**src/design/assert_macros.svh**
```systemverilog
// Assertion macros shared by the ALU/register file executor.
// No dependencies; included by files that carry concurrent assertions.
`ifndef ASSERT_MACROS_SVH
`define ASSERT_MACROS_SVH

// Property must hold at every clock edge outside reset.
`define RFA_ASSERT(lbl, clk, rst_n, prop) \
  lbl: assert property (@(posedge clk) disable iff (!rst_n) (prop)) \
    else $error("rfa assertion failed");

// Expression must never be true outside reset.
`define RFA_ASSERT_NEVER(lbl, clk, rst_n, expr) \
  lbl: assert property (@(posedge clk) disable iff (!rst_n) !(expr)) \
    else $error("rfa forbidden condition seen");

`endif

```
**src/design/rfa_pkg.sv**
```systemverilog
// Shared types and constants for the ALU/register file executor.
// No dependencies; imported by every module of the block.
package rfa_pkg;

  localparam int FUNC_W       = 4;
  localparam int REG_IDX_W    = 5;
  localparam int IMM_W        = 32;
  localparam int DATA_W       = 64;
  localparam int HALF_W       = 32;
  localparam int DEF_NUM_REGS = 32;

  // stream payload layout
  localparam int IN_TDATA_W  = 56;
  localparam int OUT_TDATA_W = 72;
  localparam int IN_FUNC_LSB = 0;
  localparam int IN_DEST_LSB = IN_FUNC_LSB + FUNC_W;
  localparam int IN_SRCA_LSB = IN_DEST_LSB + REG_IDX_W;
  localparam int IN_SRCB_LSB = IN_SRCA_LSB + REG_IDX_W;
  localparam int IN_IMM_LSB  = IN_SRCB_LSB + REG_IDX_W;
  localparam int OUT_REG_LSB = 0;
  localparam int OUT_VAL_LSB = OUT_REG_LSB + REG_IDX_W;

  typedef enum logic [FUNC_W-1:0] {
    OP_NOP     = 4'd0,
    OP_SET     = 4'd1,
    OP_ADD32I  = 4'd2,
    OP_ADD32R  = 4'd3,
    OP_SUB32I  = 4'd4,
    OP_SUB32R  = 4'd5,
    OP_ADD64I  = 4'd6,
    OP_ADD64IT = 4'd7,
    OP_OR32R   = 4'd8,
    OP_XOR32R  = 4'd9,
    OP_AND64I  = 4'd10,
    OP_OR64I   = 4'd11,
    OP_XOR64I  = 4'd12
  } op_t;

  // ALU outcome handed to the result stage
  typedef struct packed {
    logic              wr;
    logic [DATA_W-1:0] value;
  } alu_res_t;

endpackage

```
**src/design/register_file_alu_executor.sv**
```systemverilog
// Integer ALU with a 64-bit register file, streaming in and out.
// Input transfer (in_tdata): one operation - opcode, destination, two
// sources, 32-bit immediate. Output transfer: one report per operation,
// out_tuser = write flag, out_tdata = written register index and the full
// 64-bit register value after the write (zeros for nop / unused opcodes).
// Pipeline: the accepting edge captures the operands from the register
// file (with bypass of the write landing on that same edge) into the
// execute stage; the ALU result goes into the output register and the
// register file when the execute stage moves on, which waits while the
// output register holds an untaken report; out_tvalid then rises. While
// out_tready stays high, throughput is one operation per cycle, set by
// the read-modify-write of the register file.
// Register indexes wrap modulo NUM_REGS before use and in the report.
// Reset (rst_n low, synchronous) empties both stages and clears every
// entry's valid bit, so all registers read as zero right after reset.
// When out_tready is low the output register holds its report; the execute
// stage can still take one more operation, then in_tready drops until the
// output drains.
// Depends on rfa_pkg, rfa_regfile, rfa_alu and assert_macros.svh.
module register_file_alu_executor #(
  parameter int NUM_REGS = rfa_pkg::DEF_NUM_REGS
) (
  input  logic                           clk,
  input  logic                           rst_n,
  // in_tdata: func[3:0], dest_reg[8:4], src_a_reg[13:9], src_b_reg[18:14],
  //           immediate[50:19], zero pad[55:51]
  input  logic                           in_tvalid,
  output logic                           in_tready,
  input  logic [rfa_pkg::IN_TDATA_W-1:0] in_tdata,
  // out_tdata: written_reg[4:0], written_value[68:5], zero pad[71:69]
  // out_tuser: write_valid[0]
  output logic                            out_tvalid,
  input  logic                            out_tready,
  output logic [rfa_pkg::OUT_TDATA_W-1:0] out_tdata,
  output logic [0:0]                      out_tuser
);
  import rfa_pkg::*;

  `include "assert_macros.svh"

  localparam int IW = $clog2(NUM_REGS);

  // index wrap table, built at elaboration
  logic [IW-1:0] wrap_tbl [2**REG_IDX_W];
  for (genvar g = 0; g < 2**REG_IDX_W; g++) begin : g_wrap
    assign wrap_tbl[g] = IW'(g % NUM_REGS);
  end

  logic                 in_xfer;
  logic [IW-1:0]        in_dest, in_srca, in_srcb;

  // execute stage
  logic                 s1_valid_r, s1_valid_nxt;
  op_t                  s1_func_r;
  logic [IW-1:0]        s1_dest_r;
  logic [IMM_W-1:0]     s1_imm_r;
  logic                 s1_move;

  // output register
  logic                 out_valid_r, out_valid_nxt;
  logic                 out_wv_r;
  logic [REG_IDX_W-1:0] out_reg_r;
  logic [DATA_W-1:0]    out_val_r;

  logic [DATA_W-1:0]    op_a;
  logic [HALF_W-1:0]    op_b_lo, old_d_hi;
  alu_res_t             alu_res;
  logic                 rf_wr_en;

  assign in_dest = wrap_tbl[in_tdata[IN_DEST_LSB +: REG_IDX_W]];
  assign in_srca = wrap_tbl[in_tdata[IN_SRCA_LSB +: REG_IDX_W]];
  assign in_srcb = wrap_tbl[in_tdata[IN_SRCB_LSB +: REG_IDX_W]];

  // handshake: execute stage advances whenever the output slot is free
  assign s1_move   = s1_valid_r && (!out_valid_r || out_tready);
  assign in_tready = !s1_valid_r || s1_move;
  assign in_xfer   = in_tvalid && in_tready;
  assign rf_wr_en  = s1_move && alu_res.wr;

  always_comb begin
    s1_valid_nxt = s1_valid_r;
    if (in_xfer) begin
      s1_valid_nxt = 1'b1;
    end else if (s1_move) begin
      s1_valid_nxt = 1'b0;
    end
  end

  always_comb begin
    out_valid_nxt = out_valid_r;
    if (s1_move) begin
      out_valid_nxt = 1'b1;
    end else if (out_tready) begin
      out_valid_nxt = 1'b0;
    end
  end

  always_ff @(posedge clk) begin
    if (!rst_n) begin
      s1_valid_r  <= 1'b0;
      out_valid_r <= 1'b0;
    end else begin
      s1_valid_r  <= s1_valid_nxt;
      out_valid_r <= out_valid_nxt;
    end
  end

  always_ff @(posedge clk) begin
    if (in_xfer) begin
      s1_func_r <= op_t'(in_tdata[IN_FUNC_LSB +: FUNC_W]);
      s1_dest_r <= in_dest;
      s1_imm_r  <= in_tdata[IN_IMM_LSB +: IMM_W];
    end
  end

  always_ff @(posedge clk) begin
    if (s1_move) begin
      out_wv_r  <= alu_res.wr;
      out_reg_r <= alu_res.wr ? REG_IDX_W'(s1_dest_r) : '0;
      out_val_r <= alu_res.value;
    end
  end

  rfa_regfile #(
    .NUM_REGS (NUM_REGS)
  ) u_regfile (
    .clk       (clk),
    .rst_n     (rst_n),
    .rd_en     (in_xfer),
    .rd_a_addr (in_srca),
    .rd_b_addr (in_srcb),
    .rd_d_addr (in_dest),
    .wr_en     (rf_wr_en),
    .wr_addr   (s1_dest_r),
    .wr_data   (alu_res.value),
    .op_a      (op_a),
    .op_b_lo   (op_b_lo),
    .old_d_hi  (old_d_hi)
  );

  rfa_alu u_alu (
    .func     (s1_func_r),
    .imm      (s1_imm_r),
    .op_a     (op_a),
    .op_b_lo  (op_b_lo),
    .old_d_hi (old_d_hi),
    .res      (alu_res)
  );

  assign out_tvalid = out_valid_r;
  assign out_tuser  = out_wv_r;
  assign out_tdata  = {{(OUT_TDATA_W-REG_IDX_W-DATA_W){1'b0}}, out_val_r, out_reg_r};

  // a no-write report carries all-zero payload
  `RFA_ASSERT(a_nop_zero, clk, rst_n, (out_valid_r && !out_wv_r) |-> (out_tdata == '0))
  // an empty execute stage never blocks the input
  `RFA_ASSERT(a_empty_ready, clk, rst_n, !s1_valid_r |-> in_tready)
  // every register file write shows up as a write report on the next edge
  `RFA_ASSERT(a_wr_reported, clk, rst_n, rf_wr_en |=> (out_valid_r && out_wv_r))
  // reported register index always within the file
  `RFA_ASSERT_NEVER(a_reg_range, clk, rst_n, out_valid_r && (int'(out_reg_r) >= NUM_REGS))

endmodule

```
**src/design/rfa_regfile.sv**
```systemverilog
// Register file: low and high 32-bit halves, each one write and two reads,
// registered read data with write bypass, per-entry valid bits. Uses rfa_pkg.
module rfa_regfile #(
  parameter int NUM_REGS = rfa_pkg::DEF_NUM_REGS
) (
  input  logic                        clk,
  input  logic                        rst_n,
  input  logic                        rd_en,
  input  logic [$clog2(NUM_REGS)-1:0] rd_a_addr,
  input  logic [$clog2(NUM_REGS)-1:0] rd_b_addr,
  input  logic [$clog2(NUM_REGS)-1:0] rd_d_addr,
  input  logic                        wr_en,
  input  logic [$clog2(NUM_REGS)-1:0] wr_addr,
  input  logic [rfa_pkg::DATA_W-1:0]  wr_data,
  output logic [rfa_pkg::DATA_W-1:0]  op_a,
  output logic [rfa_pkg::HALF_W-1:0]  op_b_lo,
  output logic [rfa_pkg::HALF_W-1:0]  old_d_hi
);
  import rfa_pkg::*;

  logic [HALF_W-1:0] mem_lo [NUM_REGS];  // read at a and b
  logic [HALF_W-1:0] mem_hi [NUM_REGS];  // read at a and d
  logic [NUM_REGS-1:0] valid_r;

  logic [HALF_W-1:0] a_lo_r, a_hi_r, b_lo_r, d_hi_r;
  logic              a_ok_r, b_ok_r, d_ok_r;
  logic              hit_a, hit_b, hit_d;

  assign hit_a = wr_en && (wr_addr == rd_a_addr);
  assign hit_b = wr_en && (wr_addr == rd_b_addr);
  assign hit_d = wr_en && (wr_addr == rd_d_addr);

  always_ff @(posedge clk) begin
    if (wr_en) begin
      mem_lo[wr_addr] <= wr_data[HALF_W-1:0];
      mem_hi[wr_addr] <= wr_data[DATA_W-1:HALF_W];
    end
  end

  // registered reads; a same-edge write is bypassed
  always_ff @(posedge clk) begin
    if (rd_en) begin
      a_lo_r <= hit_a ? wr_data[HALF_W-1:0]      : mem_lo[rd_a_addr];
      a_hi_r <= hit_a ? wr_data[DATA_W-1:HALF_W] : mem_hi[rd_a_addr];
      b_lo_r <= hit_b ? wr_data[HALF_W-1:0]      : mem_lo[rd_b_addr];
      d_hi_r <= hit_d ? wr_data[DATA_W-1:HALF_W] : mem_hi[rd_d_addr];
    end
  end

  always_ff @(posedge clk) begin
    if (!rst_n) begin
      valid_r <= '0;
      a_ok_r  <= 1'b0;
      b_ok_r  <= 1'b0;
      d_ok_r  <= 1'b0;
    end else begin
      if (wr_en) begin
        valid_r[wr_addr] <= 1'b1;
      end
      if (rd_en) begin
        a_ok_r <= hit_a || valid_r[rd_a_addr];
        b_ok_r <= hit_b || valid_r[rd_b_addr];
        d_ok_r <= hit_d || valid_r[rd_d_addr];
      end
    end
  end

  // never-written entries read as zero
  assign op_a     = a_ok_r ? {a_hi_r, a_lo_r} : '0;
  assign op_b_lo  = b_ok_r ? b_lo_r : '0;
  assign old_d_hi = d_ok_r ? d_hi_r : '0;

endmodule

```
**src/design/rfa_alu.sv**
```systemverilog
// Integer ALU: computes the new destination value for one operation.
// Uses rfa_pkg (op_t, alu_res_t).
module rfa_alu (
  input  rfa_pkg::op_t                func,
  input  logic [rfa_pkg::IMM_W-1:0]   imm,
  input  logic [rfa_pkg::DATA_W-1:0]  op_a,
  input  logic [rfa_pkg::HALF_W-1:0]  op_b_lo,
  input  logic [rfa_pkg::HALF_W-1:0]  old_d_hi,
  output rfa_pkg::alu_res_t           res
);
  import rfa_pkg::*;

  logic [DATA_W-1:0] imm_sx;
  logic [DATA_W-1:0] sum64;
  logic [HALF_W-1:0] a_lo;

  assign a_lo   = op_a[HALF_W-1:0];
  assign imm_sx = {{(DATA_W-IMM_W){imm[IMM_W-1]}}, imm};
  assign sum64  = op_a + imm_sx;

  always_comb begin
    res.wr    = 1'b1;
    res.value = '0;
    unique case (func)
      OP_SET:     res.value = imm_sx;
      OP_ADD32I:  res.value = {old_d_hi, a_lo + imm};
      OP_ADD32R:  res.value = {old_d_hi, a_lo + op_b_lo};
      OP_SUB32I:  res.value = {old_d_hi, a_lo - imm};
      OP_SUB32R:  res.value = {old_d_hi, a_lo - op_b_lo};
      OP_ADD64I:  res.value = sum64;
      OP_ADD64IT: res.value = {{HALF_W{sum64[HALF_W-1]}}, sum64[HALF_W-1:0]};
      OP_OR32R:   res.value = {old_d_hi, a_lo | op_b_lo};
      OP_XOR32R:  res.value = {old_d_hi, a_lo ^ op_b_lo};
      OP_AND64I:  res.value = {{HALF_W{1'b0}}, a_lo & imm};
      OP_OR64I:   res.value = {op_a[DATA_W-1:HALF_W], a_lo | imm};
      OP_XOR64I:  res.value = {op_a[DATA_W-1:HALF_W], a_lo ^ imm};
      default: begin
        // nop and unused codes: no write, zero report
        res.wr    = 1'b0;
        res.value = '0;
      end
    endcase
  end

endmodule
```
**config.mk**
```make
export PLATFORM = sky130hd
export DESIGN_NAME = register_file_alu_executor
export DESIGN_NICKNAME = d
export VERILOG_FILES = /design/src/design/rfa_pkg.sv /design/src/design/register_file_alu_executor.sv /design/src/design/rfa_regfile.sv /design/src/design/rfa_alu.sv
export VERILOG_INCLUDE_DIRS = /design/src /design/src/design
export SDC_FILE = /design/constraint.sdc
export NUM_CORES = 2
export LEC_CHECK = 0
export BUFFER_PORTS_ARGS = -buffer_cell sky130_fd_sc_hd__buf_4
export CAP_MARGIN = 25
export CORE_MARGIN = 2
export CORE_UTILIZATION = 52
export CTS_CLUSTER_DIAMETER = 150
export DETAILED_ROUTE_END_ITERATION = 7
export PLACE_DENSITY = 0.68
export SYNTH_ARGS = -nofsm -noshare
export SYNTH_HDL_FRONTEND = slang
export SYNTH_SLANG_ARGS = --single-unit
```
**constraint.sdc**
```tcl
create_clock -name clk -period 11.4 [get_ports clk]
set_input_delay 1.14 -clock clk [delete_from_list [all_inputs] [get_ports clk]]
set_output_delay 1.14 -clock clk [all_outputs]
set_load 0.005 [all_outputs]
```
After elaboration in Yosys (flattened, before gate mapping)
Memories as Yosys holds them, arrays and structs flattened. A register that Yosys moved wholly into a read port is not among the register bits.
Cells that the tools add are included.
W data, S select, Z words.
{"block": "totals", "ramBits": 2048, "mem_count": 5, "ff_bits": 148, "out_inout_bits": 75, "rom_bits": 480, "elab_cells": 96, "input_bits": 60}
{"block": "op_classes", "order_cmp": 8, "reduce_logical": 17, "muxes": 25, "n_addsub": 5, "n_eq_ne": 15, "n_bitwise": 9}
{"name": "u_regfile.mem_hi", "depth": 32, "width": 32, "rd": 2, "rd_ports_with_merged_regs": 2, "write_ports": 1, "line_no": "rfa_regfile.sv:22", "text": "logic [HALF_W-1:0] mem_hi [NUM_REGS];"}
{"name": "u_regfile.mem_lo", "depth": 32, "width": 32, "rd": 2, "rd_ports_with_merged_regs": 2, "write_ports": 1, "line_no": "rfa_regfile.sv:21", "text": "logic [HALF_W-1:0] mem_lo [NUM_REGS];"}
{"name": "(no name shown)", "depth": 32, "width": 5, "rd": 1, "rd_ports_with_merged_regs": 0, "write_ports": 0, "line_no": "register_file_alu_executor.sv:72", "text": "assign in_srcb = wrap_tbl[in_tdata[IN_SRCB_LSB +: REG_IDX_W]];"}
{"name": "(no name shown)", "depth": 32, "width": 5, "rd": 1, "rd_ports_with_merged_regs": 0, "write_ports": 0, "line_no": "register_file_alu_executor.sv:71", "text": "assign in_srca = wrap_tbl[in_tdata[IN_SRCA_LSB +: REG_IDX_W]];"}
{"name": "(no name shown)", "depth": 32, "width": 5, "rd": 1, "rd_ports_with_merged_regs": 0, "write_ports": 0, "line_no": "register_file_alu_executor.sv:70", "text": "assign in_dest = wrap_tbl[in_tdata[IN_DEST_LSB +: REG_IDX_W]];"}
{"cell": "$pmux W64 S12", "count": 1}
{"cell": "$or A32 B32 Y32", "count": 3}
{"cell": "$add A32 B32 Y32", "count": 2}
{"cell": "$add A64 B64 Y64", "count": 1}
{"cell": "$mux W32", "count": 2}
{"cell": "$mux W64", "count": 1}
{"cell": "$sub A32 B32 Y32", "count": 2}
{"cell": "$xor A32 B32 Y32", "count": 2}
{"cell": "$and A32 B32 Y32", "count": 1}
{"cell": "$mux W5", "count": 6}
{"cell": "$lt A5 B6 Y1 const B", "count": 4}
{"cell": "$eq A4 B4 Y1 const B", "count": 5}
{"cell": "$ge A6 B6 Y1 const B", "count": 3}
{"cell": "$not A5 Y6", "count": 3}
{"cell": "$eq A4 B3 Y1 const B", "count": 4}
{"cell": "$bmux W1 S5", "count": 3}
{"cell": "$eq A5 B5 Y1", "count": 3}
{"cell": "$reduce_or A12 Y1", "count": 1}
{"cell": "$mux W1", "count": 11}
{"cell": "$eq A4 B2 Y1 const B", "count": 2}
{"cell": "$logic_and A1 B1 Y1", "count": 7}
{"cell": "$demux W1 S5", "count": 1}
{"cell": "$ge A5 B1 Y1 const B", "count": 1}
{"cell": "$logic_or A1 B1 Y1", "count": 5}
{"cell": "3 further kinds", "count": 5}

Depth between registers and ports, before layout
{"block": "logic_depth", "ltp_word": 7, "depth_mapped": 22, "depth_no_buf": 20}

By module
Synthesis repeated with hierarchy kept, for this count alone.
{"block": "unflattened", "hier_cells": 6825, "area_unflattened_um2": 114782.6}
{"mod": "rfa_regfile", "instances": 1, "seq_area_each_um2": 66043.3, "area_each_um2": 101557.4, "cells_per_inst": 5169}
{"mod": "rfa_alu", "instances": 1, "seq_area_each_um2": 0.0, "area_each_um2": 9720.6, "cells_per_inst": 1525}
{"mod": "register_file_alu_executor", "instances": 1, "seq_area_each_um2": 3373.2, "area_each_um2": 3504.6, "cells_per_inst": 131}

Worst setup path before layout
OpenSTA, ideal clock, no wires.
{"block": "synth_timing", "path_kind": "input port to flip-flop", "start": "input out_tready", "end": "memory u_regfile.mem_hi[28][0] (enable)", "t_arrival_ps": 8414, "path_buffers": 1, "path_stages": 6, "slack_ps": 2498, "setup_ps": 488, "t_required_ps": 10912, "cell_sequence": "nor2b_1 -> nor2b_1 -> nand2_1 -> or3_1 -> clkbuf_1 -> nor2_1"}
{"block": "synth_via", "elab_chain_cells": 5}
{"element": "start: declaration", "line_no": "register_file_alu_executor.sv:33", "text": "input logic out_tready,"}
{"element": "$logic_or A1 B1 Y1", "line_no": "register_file_alu_executor.sv:75", "text": "assign s1_move = s1_valid_r && (!out_valid_r || out_tready);"}
{"element": "$logic_and A1 B1 Y1", "line_no": "register_file_alu_executor.sv:75"}
{"element": "$logic_and A1 B1 Y1", "line_no": "register_file_alu_executor.sv:78", "text": "assign rf_wr_en = s1_move && alu_res.wr;"}
{"element": "$mux W1", "line_no": "rfa_regfile.sv:34", "text": "if (wr_en) begin"}
{"element": "$mux W1 (implied by the code)", "line_no": "rfa_regfile.sv:36", "text": "mem_hi[wr_addr] <= wr_data[DATA_W-1:HALF_W];"}
{"element": "end: declaration", "line_no": "rfa_regfile.sv:22"}
No other way between the ends.

==> results.ini <==
[run_status]
status = finished, final reports clean

[clock_tree]
htree_num_levels = 4
path_clk_slew_ns = 0.06
postCtsSetupBuffers = 0
cts_resized = 0
clockBufferDepth = 3
cts_inserted_buffers = 232
cts_tree = done
cts_hold_buf = 0
clock-sinks = 2324
cts_root_buffer = clkbuf_16
clock_latency_ns = 0.94

[sta]
min_period_over_period_pct = 66.5
fin_worst_skew_ns = 0.0938
finalCriticalPeriod_ns = 7.58
worst_pin_slew_ns = 1.18
final_hold_viol_count = 0
fmax_mhz = 132
fin_setup_tns_ns = 0
setup_viol_count_final = 0
maxSlewHeadroom_pct = 21.4
slew_violations = 0
rsz0062_at_grt = no

[die]
start_util_pct = 52.3
io_pins = 135
die_area_um2 = 225000
die_h_um = 474
rows = 172
core_area_um2 = 220000
die_w_um = 474

[cells_and_area]
multiInputGateArea_um2 = 43600
layout.nets = 6566
regArea_um2 = 69400
syn_to_final_growth_pct = 10.8
fill_cells = 16100
largestRegisters = u_regfile.mem_hi: 1024 flops, u_regfile.mem_lo: 1024 flops, out_val_r: 64 flops
drive_above_1_share_pct = 31.0
utilization_pct = 58.0

[critical_path]
rr_worst_depth = 17
crit_required_ns = 11.79
cp.arrival_ns = 7.97
crit_end = u_regfile.mem_lo[1][15]
start_kind = flop
worstSetupPathType = reg2reg
rrSetupSlack_ns = 3.82
regToRegStartpoint = u_regfile.b_ok_r
cp-end-kind = flop
r2r_end = u_regfile.mem_lo[1][15]
crit_fanout = 66
startpoint = u_regfile.b_ok_r

[yosys]
ys_types = 91
synth_area_um2 = 115000
synth_seq_cells = 2324
synthArstFlopShare_pct = 0
synth_ff_type = edfxtp_1
synth.area.top_cells = edfxtp_1 (60%), mux4_2 (26%), a21oi_1 (1.2%)
postSynthAreaPerCell_um2 = 18.1
synthCells = 6346
yosysSeqAreaShare_pct = 60.4
synth_common_cells = edfxtp_1 (2287), mux4_2 (1310), clkbuf_1 (336), a21oi_1 (285), nand2_1 (220)
synth_edf_count = 2287
yosysMostFrequentCell = edfxtp_1
ys_warn_count = 0
synth_top_cell_by_area = edfxtp_1
netlist.area_leader.share_pct = 59.8

[hold_path]
hp-class = in2reg

[pwr]
p_per_area_nw_per_um2 = 153
switchingPower_uw = 4760
power_frac_clock_pct = 39.5
ir_drop_mv = 0.141
fin_total_pwr_uw = 19500
p_leak_uw = 0.0411
comb_power_share_pct = 10.3
netSwitchingFraction_pct = 24.4
seq_power_share_pct = 50.3
p_int_uw = 14700

[route]
avgRoutedWirePerCell_um = 37.4
route.antenna.remaining_nets = 0
via_per_inst = 7.30
routed_wl_um = 358000
drt_first_iter_violations = 10600
drc = 0
dr.pass1.iters = 6
vias = 69800

[place]
dp_hpwl_um = 210000
port_buffers = 126
place_congestion = 1.04

[grt]
grt_max_degree = 113
antenna_found_initial = 15
grt_pass1_wl_um = 505000
grt_use_total_pct = 31.9
grt_overflow = 0
grt_pass1_vias = 68100

[run]
cap_violations = 0

layout by cell type, fill, tap and decap left out, drive strengths merged, types with 51 or more instances in the layout:
cell type	count
nand3	60
nor2	198
nor3	51
a21oi	285
mux4	1310
nor2b	131
clkinv	113
inv	115
buf	308
nand2	220
ha	96
o21ai	168
a21o	51
clkbuf	275
xnor2	80
and2	52
edfxtp	2287
a211oi	159
power by group through the flow:
stage	combinational, uW	sequential, uW	clock, uW
final	2000	9790	7690
after global routing	2120	9800	8090
after CTS	1980	9790	7760
after detailed placement	1970	9970	0
after global placement	1930	9970	0
after floorplan	1330	9920	0
worst min-delay path by stage:
stage                                startpoint               endpoint  slack, ns  cells past startpoint
after floorplan           u_regfile.valid_r[10]  u_regfile.valid_r[10]       0.47                      1
after global placement     u_regfile.valid_r[4]   u_regfile.valid_r[4]       0.48                      1
after detailed placement  u_regfile.valid_r[23]  u_regfile.valid_r[23]       0.50                      1
after CTS                          in_tdata[33]           s1_imm_r[14]       0.38                      1
after global routing               in_tdata[38]           s1_imm_r[19]       0.40                      1
final                              in_tdata[37]           s1_imm_r[18]       0.43                      1
metal layers:
layer	vias up	wire length [um]	track usage (%)
li1	27200	-	-
met1	37100	139000	47.3
met2	4876	161000	46.9
met3	625	44300	7.45
met4	10	12800	10.6
met5	-	62	0.0649
final cells by class:
| cell class | instances | area share, % |
|---|---|---|
| Antenna cell | 3 | 0.00589 |
| Clock buffer | 274 | 4.68 |
| Clock inverter | 161 | 1.32 |
| Inverter | 105 | 0.315 |
| Multi-Input combinational cell | 3436 | 34.2 |
| Sequential cell | 2324 | 54.5 |
| Tap cell | 2958 | 2.91 |
| Timing Repair Buffer | 309 | 2.04 |
metrics by stage:
| step | worst slack, ns | area [um2] | hold slack, ns | cells |
|---|---|---|---|---|
| 5_1_grt | 3.65 | 127000 | 0.395 | 9569 |
| 3_5_place_dp | 4.25 | 120000 | 0.495 | 9128 |
| 6_report | 3.82 | 127000 | 0.428 | 9570 |
| 2_1_floorplan | 2.50 | 115000 | 0.468 | 6348 |
| 3_3_place_gp | 4.17 | 120000 | 0.479 | 9122 |
| 4_1_cts | 4.16 | 127000 | 0.383 | 9563 |
worst max-delay path, cell delays in order, from the launching register on:
cell	delay (ns)
dfxtp_2	0.45
buf_4	0.61
inv_1	0.34
o21ai_0	0.55
nor2_1	0.08
mux2_2	0.28
a22oi_1	0.14
nor2_1	0.07
a211oi_1	0.23
ha_1	0.33
a2111oi_0	0.67
a211oi_1	0.31
o21ai_0	0.44
a21oi_1	0.18
a21boi_0	0.60
xnor2_1	0.14
a211oi_1	0.89
inv_1	0.72
kinds of logic (layout without fill, tap and decap cells):
group,after synthesis,in the layout,synth area share (%)
buffers and inverters,588,849,1.97
and+or+nand+nor,870,870,3.82
muxes,1353,1353,26.1
other,1,6,0.00326
AOI/OAI and AO/OA,986,986,5.71
adders and majority gates,98,98,1.08
xor gates and xnor gates,126,126,0.960
DFF,2324,2324,60.4
(Power assumes the default switching activity.)
